===== config.mk =====
export PLATFORM = sky130hd
export DESIGN_NAME = kbh_seq_flat
export DESIGN_NICKNAME = d
export VERILOG_FILES = /design/src/hdl/kbh_pkg.sv /design/src/hdl/kbh_in_if.sv /design/src/hdl/kbh_seq.sv /design/src/flat_wrapper.sv
export SDC_FILE = /design/constraint.sdc
export NUM_CORES = 1
export LEC_CHECK = 0
export BUFFER_PORTS_ARGS = -buffer_cell sky130_fd_sc_hd__buf_4
export CORE_ASPECT_RATIO = 1.2
export CORE_MARGIN = 3
export CORE_UTILIZATION = 57
export DETAILED_ROUTE_END_ITERATION = 16
export GPL_TIMING_DRIVEN = 1
export PLACE_DENSITY = 0.86
export SETUP_SLACK_MARGIN = 0.1
export SKIP_CTS_REPAIR_TIMING = 1
export SYNTH_ARGS = -nofsm -noshare
export SYNTH_HDL_FRONTEND = slang
export SYNTH_SLANG_ARGS = --single-unit

===== constraint.sdc =====
create_clock -name clk -period 7.7 [get_ports clk]
set_input_delay 0.385 -clock clk [delete_from_list [all_inputs] [get_ports clk]]
set_output_delay 0.385 -clock clk [all_outputs]
set_load 0.05 [all_outputs]

===== src/hdl/kbh_pkg.sv =====
// key bigram histogram: shared types, constants and helper functions
// used by the sequencer, the top level and the channel interfaces
// no dependencies
package kbh_pkg;

  // table geometry: 30 rows of 31 columns, column 30 holds the single count
  localparam int NumRows    = 30;
  localparam int NumCols    = 31;
  localparam int TableDepth = NumRows * NumCols;
  localparam int AddrW      = $clog2(TableDepth);
  localparam int ClassW     = 5;
  localparam int CodeW      = 16;
  localparam int ResultW    = 32;

  localparam logic [ClassW-1:0] SingleCol = 5'd30;
  localparam logic [ClassW-1:0] Untracked = 5'd30;
  localparam logic [ClassW-1:0] NoClass   = 5'd31;

  // character codes
  localparam logic [CodeW-1:0] CodeLowerA     = 16'd97;
  localparam logic [CodeW-1:0] CodeLowerZ     = 16'd122;
  localparam logic [CodeW-1:0] CodeSemicolon  = 16'd59;
  localparam logic [CodeW-1:0] CodeApostrophe = 16'd39;
  localparam logic [CodeW-1:0] CodeComma      = 16'd44;
  localparam logic [CodeW-1:0] CodePeriod     = 16'd46;

  // punctuation classes
  localparam logic [ClassW-1:0] ClsSemicolon  = 5'd26;
  localparam logic [ClassW-1:0] ClsApostrophe = 5'd27;
  localparam logic [ClassW-1:0] ClsComma      = 5'd28;
  localparam logic [ClassW-1:0] ClsPeriod     = 5'd29;

  // request commands
  typedef enum logic {
    CMD_CHAR = 1'b0,
    CMD_READ = 1'b1
  } cmd_t;

  // sequencer states
  typedef enum logic [2:0] {
    ST_CLEAR,
    ST_IDLE,
    ST_PAIR_WR,
    ST_SNG_WR,
    ST_READ_DATA,
    ST_DONE
  } state_t;

  // memory port control from the sequencer
  typedef struct packed {
    logic             we;
    logic [AddrW-1:0] waddr;
    logic [AddrW-1:0] raddr;
  } ram_ctl_t;

  // one finished result
  typedef struct packed {
    logic [ResultW-1:0] count_value;
    logic [ClassW-1:0]  class_index;
    logic               pair_counted;
  } result_t;

  // map a character code to its class, untracked codes give Untracked
  function automatic logic [ClassW-1:0] classify(input logic [CodeW-1:0] code);
    logic [CodeW-1:0] diff;
    diff = code - CodeLowerA;
    priority if (code >= CodeLowerA && code <= CodeLowerZ) return diff[ClassW-1:0];
    else if (code == CodeSemicolon)  return ClsSemicolon;
    else if (code == CodeApostrophe) return ClsApostrophe;
    else if (code == CodeComma)      return ClsComma;
    else if (code == CodePeriod)     return ClsPeriod;
    else                             return Untracked;
  endfunction

  // row * 31 + col, as (row << 5) - row + col
  function automatic logic [AddrW-1:0] table_addr(input logic [ClassW-1:0] row,
                                                   input logic [ClassW-1:0] col);
    logic [AddrW-1:0] r;
    logic [AddrW-1:0] c;
    r = AddrW'(row);
    c = AddrW'(col);
    return (r << 5) - r + c;
  endfunction

endpackage


===== src/hdl/kbh_in_if.sv =====
// key bigram histogram: request channel (valid/ready plus payload)
// depends on kbh_pkg
interface kbh_in_if;
  logic                       valid;
  logic                       ready;
  logic                       command;
  logic [kbh_pkg::CodeW-1:0]  char_code;
  logic [kbh_pkg::ClassW-1:0] read_row;
  logic [kbh_pkg::ClassW-1:0] read_col;

  modport source (output valid, command, char_code, read_row, read_col, input ready);
  modport sink   (input valid, command, char_code, read_row, read_col, output ready);
endinterface


===== src/hdl/kbh_seq.sv =====
// key bigram histogram sequencer: request intake, clearing pass and
// read-modify-write of the count memory; depends on kbh_pkg, kbh_in_if
module kbh_seq #(
  parameter int COUNT_WIDTH = 32
) (
  input  logic                  clk,
  input  logic                  rst,
  kbh_in_if.sink                item,
  output kbh_pkg::ram_ctl_t     ram_ctl,
  output logic [COUNT_WIDTH-1:0] ram_wdata,
  input  logic [COUNT_WIDTH-1:0] ram_rdata,
  output logic                  res_valid,
  input  logic                  res_take,
  output kbh_pkg::result_t      res
);

  localparam int ExtW = (COUNT_WIDTH > kbh_pkg::ResultW) ? COUNT_WIDTH : kbh_pkg::ResultW;

  kbh_pkg::state_t               state;
  kbh_pkg::state_t               state_next;
  logic [kbh_pkg::ClassW-1:0]    prev_class;
  logic [kbh_pkg::AddrW-1:0]     pair_addr;
  logic [kbh_pkg::AddrW-1:0]     sng_addr;
  logic [kbh_pkg::AddrW-1:0]     clr_addr;

  logic                          accept;
  logic                          is_char;
  logic                          code_zero;
  logic                          tracked;
  logic                          has_prev;
  logic                          rd_ok;
  logic [kbh_pkg::ClassW-1:0]    in_cls;
  logic [kbh_pkg::AddrW-1:0]     in_pair_addr;
  logic [kbh_pkg::AddrW-1:0]     in_sng_addr;
  logic [kbh_pkg::AddrW-1:0]     in_rd_addr;
  logic [COUNT_WIDTH-1:0]        sat_inc;
  logic [ExtW-1:0]               rdata_ext;

  // decode of the incoming request
  assign accept       = item.valid && item.ready;
  assign is_char      = (item.command == kbh_pkg::CMD_CHAR);
  assign code_zero    = (item.char_code == '0);
  assign in_cls       = kbh_pkg::classify(item.char_code);
  assign tracked      = (in_cls != kbh_pkg::Untracked);
  assign has_prev     = (prev_class < kbh_pkg::ClassW'(kbh_pkg::NumRows));
  assign rd_ok        = (item.read_row < kbh_pkg::ClassW'(kbh_pkg::NumRows)) &&
                        (item.read_col < kbh_pkg::ClassW'(kbh_pkg::NumCols));
  assign in_pair_addr = kbh_pkg::table_addr(prev_class, in_cls);
  assign in_sng_addr  = kbh_pkg::table_addr(in_cls, kbh_pkg::SingleCol);
  assign in_rd_addr   = kbh_pkg::table_addr(item.read_row, item.read_col);

  // saturating increment of the word just read
  assign sat_inc   = (&ram_rdata) ? ram_rdata : ram_rdata + COUNT_WIDTH'(1);
  assign rdata_ext = ExtW'(ram_rdata);

  // next state
  always_comb begin
    state_next = state;
    unique case (state)
      kbh_pkg::ST_CLEAR: begin
        if (clr_addr == kbh_pkg::AddrW'(kbh_pkg::TableDepth - 1)) begin
          state_next = kbh_pkg::ST_IDLE;
        end
      end
      kbh_pkg::ST_IDLE: begin
        if (accept) begin
          priority if (!is_char) begin
            state_next = rd_ok ? kbh_pkg::ST_READ_DATA : kbh_pkg::ST_DONE;
          end else if (code_zero || !tracked) begin
            state_next = kbh_pkg::ST_DONE;
          end else begin
            state_next = has_prev ? kbh_pkg::ST_PAIR_WR : kbh_pkg::ST_SNG_WR;
          end
        end
      end
      kbh_pkg::ST_PAIR_WR:   state_next = kbh_pkg::ST_SNG_WR;
      kbh_pkg::ST_SNG_WR:    state_next = kbh_pkg::ST_DONE;
      kbh_pkg::ST_READ_DATA: state_next = kbh_pkg::ST_DONE;
      kbh_pkg::ST_DONE: begin
        if (res_take) begin
          state_next = kbh_pkg::ST_IDLE;
        end
      end
      default: state_next = kbh_pkg::ST_CLEAR;
    endcase
  end

  // outputs: memory control, handshake
  always_comb begin
    ram_ctl.we    = 1'b0;
    ram_ctl.waddr = sng_addr;
    ram_ctl.raddr = sng_addr;
    ram_wdata     = sat_inc;
    item.ready    = 1'b0;
    res_valid     = 1'b0;
    unique case (state)
      kbh_pkg::ST_CLEAR: begin
        ram_ctl.we    = 1'b1;
        ram_ctl.waddr = clr_addr;
        ram_wdata     = '0;
      end
      kbh_pkg::ST_IDLE: begin
        item.ready = 1'b1;
        priority if (!is_char) begin
          ram_ctl.raddr = in_rd_addr;
        end else if (has_prev) begin
          ram_ctl.raddr = in_pair_addr;
        end else begin
          ram_ctl.raddr = in_sng_addr;
        end
      end
      kbh_pkg::ST_PAIR_WR: begin
        // pair and single entries differ in column, so the two overlap safely
        ram_ctl.we    = 1'b1;
        ram_ctl.waddr = pair_addr;
      end
      kbh_pkg::ST_SNG_WR: begin
        ram_ctl.we = 1'b1;
      end
      kbh_pkg::ST_READ_DATA: begin
      end
      kbh_pkg::ST_DONE: begin
        res_valid = 1'b1;
      end
      default: begin
      end
    endcase
  end

  // control registers
  always_ff @(posedge clk) begin
    if (rst) begin
      state      <= kbh_pkg::ST_CLEAR;
      prev_class <= kbh_pkg::NoClass;
      clr_addr   <= '0;
    end else begin
      state <= state_next;
      if (state == kbh_pkg::ST_CLEAR) begin
        clr_addr <= clr_addr + kbh_pkg::AddrW'(1);
      end
      // chain update on character requests other than code zero
      if (accept && is_char && !code_zero) begin
        prev_class <= tracked ? in_cls : kbh_pkg::NoClass;
      end
    end
  end

  // addresses and result fields
  always_ff @(posedge clk) begin
    if (accept) begin
      pair_addr            <= in_pair_addr;
      sng_addr             <= in_sng_addr;
      res.count_value      <= '0;
      res.class_index      <= (is_char && !code_zero) ? in_cls : kbh_pkg::Untracked;
      res.pair_counted     <= is_char && !code_zero && tracked && has_prev;
    end else if (state == kbh_pkg::ST_READ_DATA) begin
      res.count_value      <= rdata_ext[kbh_pkg::ResultW-1:0];
    end
  end

endmodule


===== src/flat_wrapper.sv =====
// flat-port wrapper written by rule: the top's interface ports become plain ports
module kbh_seq_flat 
#(
  parameter int COUNT_WIDTH = 32
)
  (clk, rst, ram_ctl, ram_wdata, ram_rdata, res_valid, res_take, res, item_valid, item_command, item_char_code, item_read_row, item_read_col, item_ready);
  kbh_in_if item_i ();
  input  logic clk;
  input  logic rst;
  output kbh_pkg::ram_ctl_t ram_ctl;
  output logic [COUNT_WIDTH-1:0] ram_wdata;
  input  logic [COUNT_WIDTH-1:0] ram_rdata;
  output logic res_valid;
  input  logic res_take;
  output kbh_pkg::result_t res;
  input wire logic [$bits(item_i.valid)-1:0] item_valid;
  input wire logic [$bits(item_i.command)-1:0] item_command;
  input wire logic [$bits(item_i.char_code)-1:0] item_char_code;
  input wire logic [$bits(item_i.read_row)-1:0] item_read_row;
  input wire logic [$bits(item_i.read_col)-1:0] item_read_col;
  output wire logic [$bits(item_i.ready)-1:0] item_ready;
  assign item_i.valid = item_valid;
  assign item_i.command = item_command;
  assign item_i.char_code = item_char_code;
  assign item_i.read_row = item_read_row;
  assign item_i.read_col = item_read_col;
  assign item_ready = item_i.ready;
  kbh_seq #(.COUNT_WIDTH(COUNT_WIDTH)) u_core (.clk(clk), .rst(rst), .item(item_i), .ram_ctl(ram_ctl), .ram_wdata(ram_wdata), .ram_rdata(ram_rdata), .res_valid(res_valid), .res_take(res_take), .res(res));
endmodule

Word-level counts from Yosys, hierarchy flattened
Cells that the tools add are included.
Storage, ports and cells
  output and inout port bits: 93
  word-level logic and storage cells: 77
  bits in registers: 76
  bits of input ports: 63
Operators by class
  multiplexer cells: 23
  $lt $le $gt $ge: 5
  $add $sub $neg: 9
  bitwise gates (word level): 1
  reductions and logical operators: 17
  eq/ne operators: 14
Operators by type and width (count)
  16-bit by 6-bit equality test with 1-bit output (second input constant): 4
  32-bit two-way mux: 2
  32-bit by 1-bit adder with 32-bit output (second input constant): 1
  32-bit AND reduction: 1
  10-bit two-way mux: 3
  10-bit by 5-bit subtractor with 10-bit output: 3
  5-bit two-way mux: 5
  10-bit by 5-bit adder with 10-bit output: 2
  10-bit one-hot mux with 2 select lines: 1
  16-bit by 7-bit >= comparator with 1-bit output (second input constant): 1
  16-bit by 7-bit <= comparator with 1-bit output (second input constant): 1
  16-bit logical NOT: 1
  5-bit less-than comparator (second input constant): 3
  3-bit two-way mux: 5
  3-bit one-hot mux with 5 select lines: 1
  10-bit by 1-bit adder with 10-bit output (second input constant): 1
  10-bit by 5-bit adder with 10-bit output (second input constant): 1
  10-bit equality test (second input constant): 1
  1-bit logical AND: 8
  3-bit by 2-bit equality test with 1-bit output (second input constant): 2
  3-bit equality test (second input constant): 2
  1-bit two-way mux: 5
  5-bit inequality test (second input constant): 1
  5-bit by 1-bit subtractor with 5-bit output (second input constant): 1
  other kinds (11): 13

Longest topological paths before layout
Gate-level depths: netlist of the first run.
  depth in word-level cells: 13
  depth in mapped cells: 15
  gate-level depth less buffers: 15

Worst setup path after synthesis of the first run
Ideal clock, no wire load.
  path kind: input to output
  start point: input port item_char_code[0]
  end point: output port ram_ctl[6] (netlist name)
  path buffers: 0
  arrival time: 4.274 ns
  stages on the path: 15
  required time: 7.315 ns
  path slack: 3.041 ns
  cells stage by stage: inv_1 ha_1 nor3b_2 nor3b_4 nor2_2 a31oi_4 ha_1 inv_1 fa_1 a21o_1 a21oi_1 o21ai_0 mux2i_1 a21oi_1 nor3_1
RTL lines
  start: declaration: RTL line flat_wrapper.sv:18  | input wire logic [$bits(item_i.char_code)-1:0] item_char_code;
  end: declaration: RTL line flat_wrapper.sv:10  | output kbh_pkg::ram_ctl_t ram_ctl;

==> results_dict.tcl, run 1 <==
set metrics [dict create \
    diodes 0 \
    fmax_mhz 218 \
    clk_path_buf_depth 2 \
    rrSetupSlack_ps 4400 \
    row_count 38 \
    drtIter0Drc 359 \
    pwr_density_cell_nw_per_um2 212 \
    yosysSeqAreaShare 0.323 \
    vias 5806 \
    area_growth_pct 25.5 \
    die_area_sq_um 10900 \
    ys.flop_type "dfxtp_1" \
    place_hpwl_mm 13.1 \
    fin_crit_sh 0.597 \
    cp-end-kind "output port" \
    num_io_pins 156 \
    critPathKind "in -> out" \
    grt_pass1_wl_mm 26.6 \
    slew_headroom 0.362 \
    synth_edf_count 26 \
    yosys_warnings 0 \
    leakagePower_nw 2.81 \
    port-buffer-count 155 \
    min_to "u_core.res[17]" \
    hold_class "in -> reg" \
    crit_fanout 10 \
    r2r-start "u_core.state[1]" \
    synthArstFlopShare 0 \
    clk_pin_slew_ps 100 \
    min_period_ps 4600 \
    drc 0 \
    die_h_um 114 \
    synth_top_cell_area_share 0.181 \
    fin_util 0.751 \
    startpoint_type "input pin" \
    status "finished, final reports clean" \
    final_common_cell "buf_4" \
    cp_data_arrival_time_ps 4210 \
    synth.largest_area_cell "dfxtp_1" \
    wl_per_cell_um 17.7 \
    holdWs_ps 297 \
    hold_viol 0 \
    tightest_slew_ps 953 \
    syn-cell-area_sq_um 5520 \
    grt_pass1_vias 5442 \
    maxCapViolCount 0 \
    cts_made_buffers 9 \
    htreeDepth 3 \
    cts_sinks 76 \
    cpPeakStageDelay_ps 410 \
    synth_nets 780 \
    grt_usage 0.307 \
    avgSynthCellArea_sq_um 7.95 \
    routed_wl_mm 16.9 \
    cp.required_ps 7320 \
    rsz0062_at_grt "no" \
    dr.pass1.iters 6 \
    antenna_found_initial 0 \
    path_cells "buf_4, inv_1, ha_1, nor3b_2, nor3b_4, nor2_2, a31oi_4, ha_1, inv_1, fa_1, a21o_1, a21oi_1, o21ai_0, mux2i_1, a21oi_1, nor3_1, buf_4" \
    core_sq_um 9220 \
    reg2regPathDepth 8 \
    cts_root_buffer "clkbuf_8" \
    drtAntennaViolNets 0 \
    gp_congestion 0.988 \
    synth_area_leaders "dfxtp_1, edfxtp_1, nand2_1" \
    setup_viol_count_final 0 \
    fin_nets 916 \
    critical_path.top_delay_family "compound AO/OA/AOI/OAI gates" \
    worst_skew_pair.late_latency_ps 350 \
    synth.distinct_cells 78 \
    cts_tree "yes" \
    worstReg2RegEnd "u_core.prev_class[3]" \
    overflow 0 \
    path_buf_inv 4 \
    drv_slew 0 \
    fin_worst_skew_ps 14.3 \
    grt_max_degree 63 \
    vias_per_cell 6.08 \
    ys_seq_elements 76 \
    hold_start "ram_rdata[11]" \
    finalSetupTns_ps 0 \
    power_mw 1.47 \
    final_cell_mix "buf_4, nand2_1, nor2_1, a21oi_1, dfxtp_1" \
    ir_worst_vdd_mv 0.114 \
    holdPathStages 3 \
    netlist_instances 694 \
    die_w_um 95.8 \
    initial_core_util 0.598 \
    drive_gt1_frac 0.244 \
    cpMaxStageDelayCell "nor3b_4" \
]
where the power goes:
group / switching (mW) / internal (mW)
registers: 0.0454 / 0.497
clock network: 0.162 / 0.151
logic: 0.427 / 0.189
cells in the mapped netlist (4+ instances only):
library cell	instances
o21a_1	5
nor4_1	4
mux2i_1	13
nand3_1	22
inv_1	24
buf_2	4
or4_1	4
xnor2_1	20
dfxtp_1	50
a211oi_1	5
a21o_1	5
and3_1	5
or3_1	13
nand4_1	23
clkbuf_1	25
nand2_1	119
ha_1	21
and4_1	5
nand3b_1	5
edfxtp_1	26
nor2_1	56
o21ai_0	39
nand2b_1	9
nor3_1	20
and2_1	8
a21oi_1	55
xor2_1	20
nor2b_1	10
cell type report:
type | instances | area [sq um]
Timing Repair Buffer | 159 | 1190
Inverter | 27 | 101
Clock buffer | 9 | 124
Clock inverter | 7 | 77.6
Multi-Input combinational cell | 557 | 3500
Fill cell | 718 | 2290
Tap cell | 120 | 150
Sequential cell | 76 | 1780
kinds of logic (layout without fill, tap and decap cells):
| family | after synthesis | count (layout) | share of synthesized area |
|---|---|---|---|
| buffers and inverters | 61 | 202 | 0.0444 |
| DFF | 76 | 76 | 0.323 |
| muxes | 13 | 13 | 0.0236 |
| xor gates and xnor gates | 40 | 40 | 0.0635 |
| adders and majority gates | 23 | 23 | 0.0549 |
| AOI/OAI and AO/OA | 152 | 152 | 0.180 |
| and+or+nand+nor | 329 | 329 | 0.311 |
sequential cells by signal, indices dropped and copies added (netlist names):
name,count
u_core.clr_addr,10
u_core.pair_addr,10
u_core.prev_class,5
u_core.res,38
u_core.sng_addr,10
u_core.state,3
worst reg2reg max path: cells and delay by family (launching register included):
family                 cells  cell delay (ps)
buffers and inverters      2              580
DFF                        1              880
and+or+nand+nor            5             1470
AOI/OAI and AO/OA          1              280
metal layers:
layer  wire length, um  global-route usage  part of all wire  up-vias
li1                  -                   -                 -     2748
met5                 0                   0                 0        -
met3              1190              0.0462             0.071       52
met4               704               0.133             0.042        0
met1              6390               0.354              0.38     2721
met2              8600               0.554              0.51      285
through the flow:
| stage | std cells | cell area (sq um) | setup slack [ps] |
|---|---|---|---|
| 4_1_cts | 955 | 6930 | 3110 |
| 6_report | 955 | 6930 | 3100 |
| 2_1_floorplan | 694 | 5520 | 3040 |
| 3_5_place_dp | 939 | 6730 | 3130 |
| 5_1_grt | 955 | 6930 | 2790 |
| 3_3_place_gp | 939 | 6730 | 3230 |
worst max-delay path by stage:
stage,from,endpoint,slack (ps),cells after the start
2_1_floorplan,item_char_code[0],ram_ctl[6],3040,15
3_3_place_gp,item_char_code[0],ram_ctl[6],3230,17
3_5_place_dp,item_char_code[0],ram_ctl[6],3130,17
4_1_cts,item_char_code[0],ram_ctl[6],3110,17
5_1_grt,item_char_code[0],ram_ctl[8],2790,17
6_report,item_char_code[0],ram_ctl[6],3100,17
(Power assumes the default switching activity.)
==> run 2: changes to the inputs <==
--- a/config.mk
+++ b/config.mk
@@ -8,10 +8,10 @@
 export BUFFER_PORTS_ARGS = -buffer_cell sky130_fd_sc_hd__buf_4
 export CORE_ASPECT_RATIO = 1.2
 export CORE_MARGIN = 3
-export CORE_UTILIZATION = 57
+export CORE_UTILIZATION = 53
 export DETAILED_ROUTE_END_ITERATION = 16
 export GPL_TIMING_DRIVEN = 1
-export PLACE_DENSITY = 0.86
+export PLACE_DENSITY = 0.81
 export SETUP_SLACK_MARGIN = 0.1
 export SKIP_CTS_REPAIR_TIMING = 1
 export SYNTH_ARGS = -nofsm -noshare
==> constraint.sdc (replaced) <==
create_clock -name clk -period 4.3 [get_ports clk]
set_input_delay 0.215 -clock clk [delete_from_list [all_inputs] [get_ports clk]]
set_output_delay 0.215 -clock clk [all_outputs]
set_load 0.05 [all_outputs]
==> run 2 against run 1 <==
Combinational power rose by 79%. Count of clock-buffer cells in the layout up 2. Non-clock buffer count increased by 4. Die area increased by 7.1%. Worst hold slack got worse by 150 ps. Wire length grew 1.4%. Clock power increased by 140%. Power is 91% higher. Sequential share of layout area is 0.49 points lower. First-iteration DRC count shrank 28%. Utilization fell by 5.3 points. Critical path type unchanged. Critical path depth unchanged. Largest power group unchanged.
==> results_dict.tcl, run 2 (synthesis gave the netlist of run 1 again) <==
set metrics [dict create \
    slew_headroom 0.429 \
    drv_slew 0 \
    wl_per_cell_um 17.7 \
    port-buffer-count 155 \
    grt_pass1_vias 5495 \
    grt_pass1_wl_mm 27.2 \
    vias 5741 \
    die_h_um 118 \
    crit_fanout 6 \
    routed_wl_mm 17.1 \
    htreeDepth 3 \
    path_buf_inv 4 \
    nFillCells 834 \
    fmax_mhz 254 \
    fin_crit_sh 0.916 \
    drive_gt1_frac 0.247 \
    cpPeakStageDelay_ps 400 \
    diodes 0 \
    vias_per_cell 5.95 \
    finalSetupTns_ps 0 \
    num_io_pins 156 \
    cts_tree "yes" \
    largest_reg_flops 38 \
    core_sq_um 10100 \
    die_w_um 99.2 \
    status "finished, final reports clean" \
    setup_viol_count_final 0 \
    final_common_cell "buf_4" \
    overflow 0 \
    min_period_ps 3940 \
    pwr_density_cell_nw_per_um2 398 \
    hold_viol 0 \
    largest-register "u_core.res" \
    cpMaxStageDelayCell "fa_1" \
    worst_skew_pair.late_latency_ps 330 \
    rsz0062_at_grt "no" \
    cts_root_buffer "clkbuf_16" \
    grt_usage 0.287 \
    die_area_sq_um 11700 \
    dr.pass1.iters 4 \
    cp.required_ps 4090 \
    ff_latch_area_sq_um 1780 \
    leakagePower_nw 2.87 \
    area_growth_pct 28.0 \
    rrSetupSlack_ps 1120 \
    fin_worst_skew_ps 9.12 \
    tightest_slew_ps 855 \
    final_cell_mix "buf_4, nand2_1, nor2_1, a21oi_1, dfxtp_1" \
    ir_worst_vdd_mv 0.203 \
    drtIter0Drc 260 \
    reg2regPathDepth 5 \
    worst_setup_path_startpoint "item_char_code[0]" \
    critical_path.top_delay_family "compound AO/OA/AOI/OAI gates" \
    fin_nets 920 \
    drtAntennaViolNets 0 \
    gp_congestion 0.927 \
    clk_pin_slew_ps 60 \
    row_count 40 \
    finalNonFillerCells 965 \
    grt_max_degree 34 \
    path_cells "buf_4, inv_1, ha_1, nor3b_2, nor3b_4, nor2_2, a31oi_4, ha_1, inv_1, fa_1, a21o_1, a21oi_1, o21ai_0, mux2i_1, a21oi_1, nor3_2, buf_4" \
    place_hpwl_mm 13.5 \
    critPathKind "in -> out" \
    cts_sinks 76 \
    r2r-start "u_core.state[1]" \
    clk_path_buf_depth 2 \
    cp_data_arrival_time_ps 3720 \
    startpoint_type "input pin" \
    worstReg2RegEnd "u_core.res[3]" \
    cp.depth 17 \
    drc 0 \
    cts_made_buffers 9 \
    dp.cells 948 \
    maxCapViolCount 0 \
    antenna_found_initial 0 \
    crit_path_end "ram_ctl[6]" \
    initial_core_util 0.546 \
    cp-end-kind "output port" \
    hold_class "in -> reg" \
    multi_input_area_sq_um 3510 \
]
[run 2: cell types whose count changed in the layout (fill, tap and decap cells not counted), sizes merged]
cell,before,now
buf,159,163
clkbuf,9,11
inv,27,28
clkinv,5,2
[run 2: final cells by class]
type	instances	area share
clock buffer	11	0.0329
clock inverter	5	0.00850
inverter	27	0.0143
multi-input combinational	557	0.496
sequential	76	0.252
tap	126	0.0223
timing repair buffer	163	0.173
[run 2: per-layer routing]
| layer | wire [um] | vias up | track usage | share of wire |
|---|---|---|---|---|
| met1 | 6520 | 2674 | 0.318 | 0.38 |
| met3 | 1010 | 64 | 0.0451 | 0.059 |
| met2 | 8720 | 254 | 0.514 | 0.51 |
| met5 | 0 | - | 0 | 0 |
| met4 | 860 | 0 | 0.162 | 0.050 |
| li1 | - | 2749 | - | - |
[run 2: worst min-delay path: stages]
cell and delay, ps:
buf_4 120, nand2_1 50, a21oi_1 50
[run 2: report_power, final]
part	leakage (nW)	switching, mW	internal (mW)
sequential	0.640	0.0805	0.891
combinational	2.09	0.760	0.338
clock	0.140	0.293	0.452
total	2.87	1.13	1.68
[run 2: worst min path at each step]
stage | startpoint | slack [ps] | to | depth (start not counted)
4_1_cts | ram_rdata[31] | 140 | u_core.res[37] | 3
3_5_place_dp | u_core.res[25] | 450 | u_core.res[25] | 2
2_1_floorplan | ram_rdata[0] | 350 | u_core.res[6] | 2
3_3_place_gp | u_core.res[11] | 440 | u_core.res[11] | 2
6_report | ram_rdata[15] | 150 | u_core.res[21] | 3
5_1_grt | ram_rdata[15] | 160 | u_core.res[21] | 3
[run 2: per-stage QoR]
step | utilization | hold slack, ps | cell area (sq um) | setup slack, ps | total power, mW
3_3_place_gp | 0.669 | 443 | 6760 | 381 | 2.06
6_report | 0.699 | 150 | 7060 | 363 | 2.81
3_5_place_dp | 0.669 | 450 | 6760 | 261 | 2.09
5_1_grt | 0.699 | 158 | 7060 | 114 | 2.93
2_1_floorplan | - | 351 | 5520 | 241 | 1.71
4_1_cts | 0.698 | 142 | 7060 | 249 | 2.83
==> run 3: changes to the inputs <==
--- a/config.mk
+++ b/config.mk
@@ -5,13 +5,16 @@
 export SDC_FILE = /design/constraint.sdc
 export NUM_CORES = 1
 export LEC_CHECK = 0
+export ABC_AREA = 1
 export BUFFER_PORTS_ARGS = -buffer_cell sky130_fd_sc_hd__buf_4
+export CELL_PAD_IN_SITES_DETAIL_PLACEMENT = 2
+export CELL_PAD_IN_SITES_GLOBAL_PLACEMENT = 2
 export CORE_ASPECT_RATIO = 1.2
 export CORE_MARGIN = 3
-export CORE_UTILIZATION = 53
+export CORE_UTILIZATION = 29
 export DETAILED_ROUTE_END_ITERATION = 16
 export GPL_TIMING_DRIVEN = 1
-export PLACE_DENSITY = 0.81
+export PLACE_DENSITY_LB_ADDON = 0.1
 export SETUP_SLACK_MARGIN = 0.1
 export SKIP_CTS_REPAIR_TIMING = 1
 export SYNTH_ARGS = -nofsm -noshare
==> run 3 against run 2 <==
Final cell count rose by 32%. Via count rose by 10%. Final area rose by 6.5%. Die area rose by 86%. Utilization fell by 32 points. Area after synthesis rose by 5.0%.
==> results_dict.tcl, run 3 <==
set metrics [dict create \
    status "finished, final reports clean" \
    fin_crit_sh 0.835 \
    grt_usage 0.223 \
    die_h_um 161 \
    finalNonFillerCells 1272 \
    drv_slew 0 \
    drc 0 \
    die_area_sq_um 21700 \
    cts_sinks 76 \
    area_growth_pct 29.7 \
    final_cell_mix "nand2_1, buf_4, inv_1" \
    drtIter0Drc 301 \
    cp.required_ps 4090 \
    pwr_density_cell_nw_per_um2 298 \
    fin_worst_skew_ps 8.31 \
    syn-cell-area_sq_um 5800 \
    tightest_slew_ps 857 \
    fin_nets 1092 \
    drive_gt1_frac 0.218 \
    vias_per_cell 4.97 \
    crit_fanout 8 \
    yosys_warnings 0 \
    port-buffer-count 155 \
    critPathKind "in -> out" \
    power_mw 2.24 \
    fmax_mhz 278 \
    cts_root_buffer "clkbuf_16" \
    cp_data_arrival_time_ps 3380 \
    rsz0062_at_grt "no" \
    avgSynthCellArea_sq_um 6.74 \
    clk_pin_slew_ps 60 \
    synth.largest_area_cell "dfxtp_1" \
    synth_commonest_cells "nand2_1, inv_1, nor2_1" \
    initial_core_util 0.295 \
    grt_max_degree 50 \
    cts_made_buffers 9 \
    min_period_ps 3590 \
    antenna_found_initial 0 \
    finalSetupTns_ps 0 \
    drtAntennaViolNets 0 \
    grt_pass1_vias 6687 \
    hold_viol 0 \
    worst_skew_pair.late_latency_ps 350 \
    synthArstFlopShare 0 \
    row_count 56 \
    cp-end-kind "output port" \
    ys_seq_elements 76 \
    maxCapViolCount 0 \
    grt_pass1_wl_mm 37.6 \
    htreeDepth 3 \
    ir_worst_vdd_mv 0.211 \
    synth_area_leaders "dfxtp_1, edfxtp_1, nand2_1" \
    wl_per_cell_um 19.1 \
    fin_util 0.383 \
    gp_congestion 0.881 \
    place_hpwl_mm 19.8 \
    netlist_instances 860 \
    startpoint_type "input pin" \
    final_common_cell "nand2_1" \
    synth_top_cell_area_share 0.173 \
    vias 6322 \
    dr.pass1.iters 4 \
    hold_class "in -> reg" \
    dp.cells 1256 \
    core_sq_um 19600 \
    yosys.cell_count.top_type "nand2_1" \
    cts_tree "yes" \
    slew_headroom 0.428 \
    clk_path_buf_depth 2 \
    synth.distinct_cells 52 \
    yosysSeqAreaShare 0.307 \
    die_w_um 135 \
    largest-register "u_core.res" \
    largest_reg_flops 38 \
    synth_nets 946 \
    ys.flop_type "dfxtp_1" \
    setup_viol_count_final 0 \
    routed_wl_mm 24.3 \
    leakagePower_nw 3.60 \
    synth_edf_count 26 \
    overflow 0 \
    num_io_pins 156 \
    diodes 0 \
]
[run 3: changes by cell type after synthesis, moves of 9 or more]
cell	delta
nand2b_1	-9
or3_1	-13
o21ai_0	+14
clkbuf_1	-10
nand3_1	+21
nor2_1	+37
o22ai_1	+11
mux2i_1	-13
nand4_1	-11
nand2_1	+89
xnor2_1	-10
inv_1	+94
nor2b_1	-10
[run 3: layout make-up]
class	instances	area [sq um]
inverters	124	465
flip-flops and latches	76	1780
clock inverters	6	70.1
well taps	261	327
clock buffers	10	229
repair buffers	159	1190
fillers	2413	12100
multi-input cells	636	3450
[run 3: critical path, cell delays in order]
cell      delay, ps
buf_4           130
inv_1           170
ha_1            240
nand3_2         110
nand3_2         100
nand4_1         120
o21ai_2         330
inv_2           150
ha_1            220
inv_1            90
nand3_1          80
nand2_1         110
nand2_1          60
a21boi_0        270
nor2_1          120
nand2_1          90
xor2_1          250
a21oi_1         100
nand2_1          70
nand2_1          40
nand2_1          80
buf_4           210
[run 3: metrics by stage]
stage / hold WS, ps / cell area, sq um / setup slack (ps)
final: 153 / 7520 / 709
after global routing: 152 / 7520 / 358
after CTS: 144 / 7520 / 703
after detailed placement: 458 / 7220 / 709
after global placement: 451 / 7220 / 869
after floorplan: 363 / 5800 / 882
[run 3: logic make-up after synthesis]
group / share of synthesized area
AO/OA/AOI/OAI: 0.155
buffers and inverters: 0.0980
XOR/XNOR: 0.0499
AND/OR/NAND/NOR: 0.337
flip-flops: 0.307
adder cells (fa/ha/maj): 0.0522
[run 3: final timing paths]
check | start | to | slack (ps) | cells after the start
setup / recovery | item_char_code[0] | ram_ctl[7] | 710 | 22
hold / removal | res_take | u_core.state[2] | 150 | 4
setup reg to reg | u_core.state[2] | u_core.state[2] | 1920 | 10
hold reg to reg | u_core.res[19] | u_core.res[19] | 460 | 2
[run 3: metal layers]
| layer | global-route usage | wire length [um] | up-vias |
|---|---|---|---|
| met1 | 0.265 | 10200 | 3068 |
| met2 | 0.417 | 12900 | 126 |
| li1 | - | - | 3111 |
| met4 | 0.0559 | 360 | 0 |
| met3 | 0.0307 | 852 | 17 |
| met5 | 0 | 0 | - |
[run 3: power by group]
part           switching [mW]  leakage (nW)  total [mW]  internal (mW)
logic                   0.414          2.83       0.606          0.192
clock network           0.330         0.144       0.787          0.456
registers              0.0404         0.631       0.845          0.805
total                   0.785          3.60        2.24           1.45
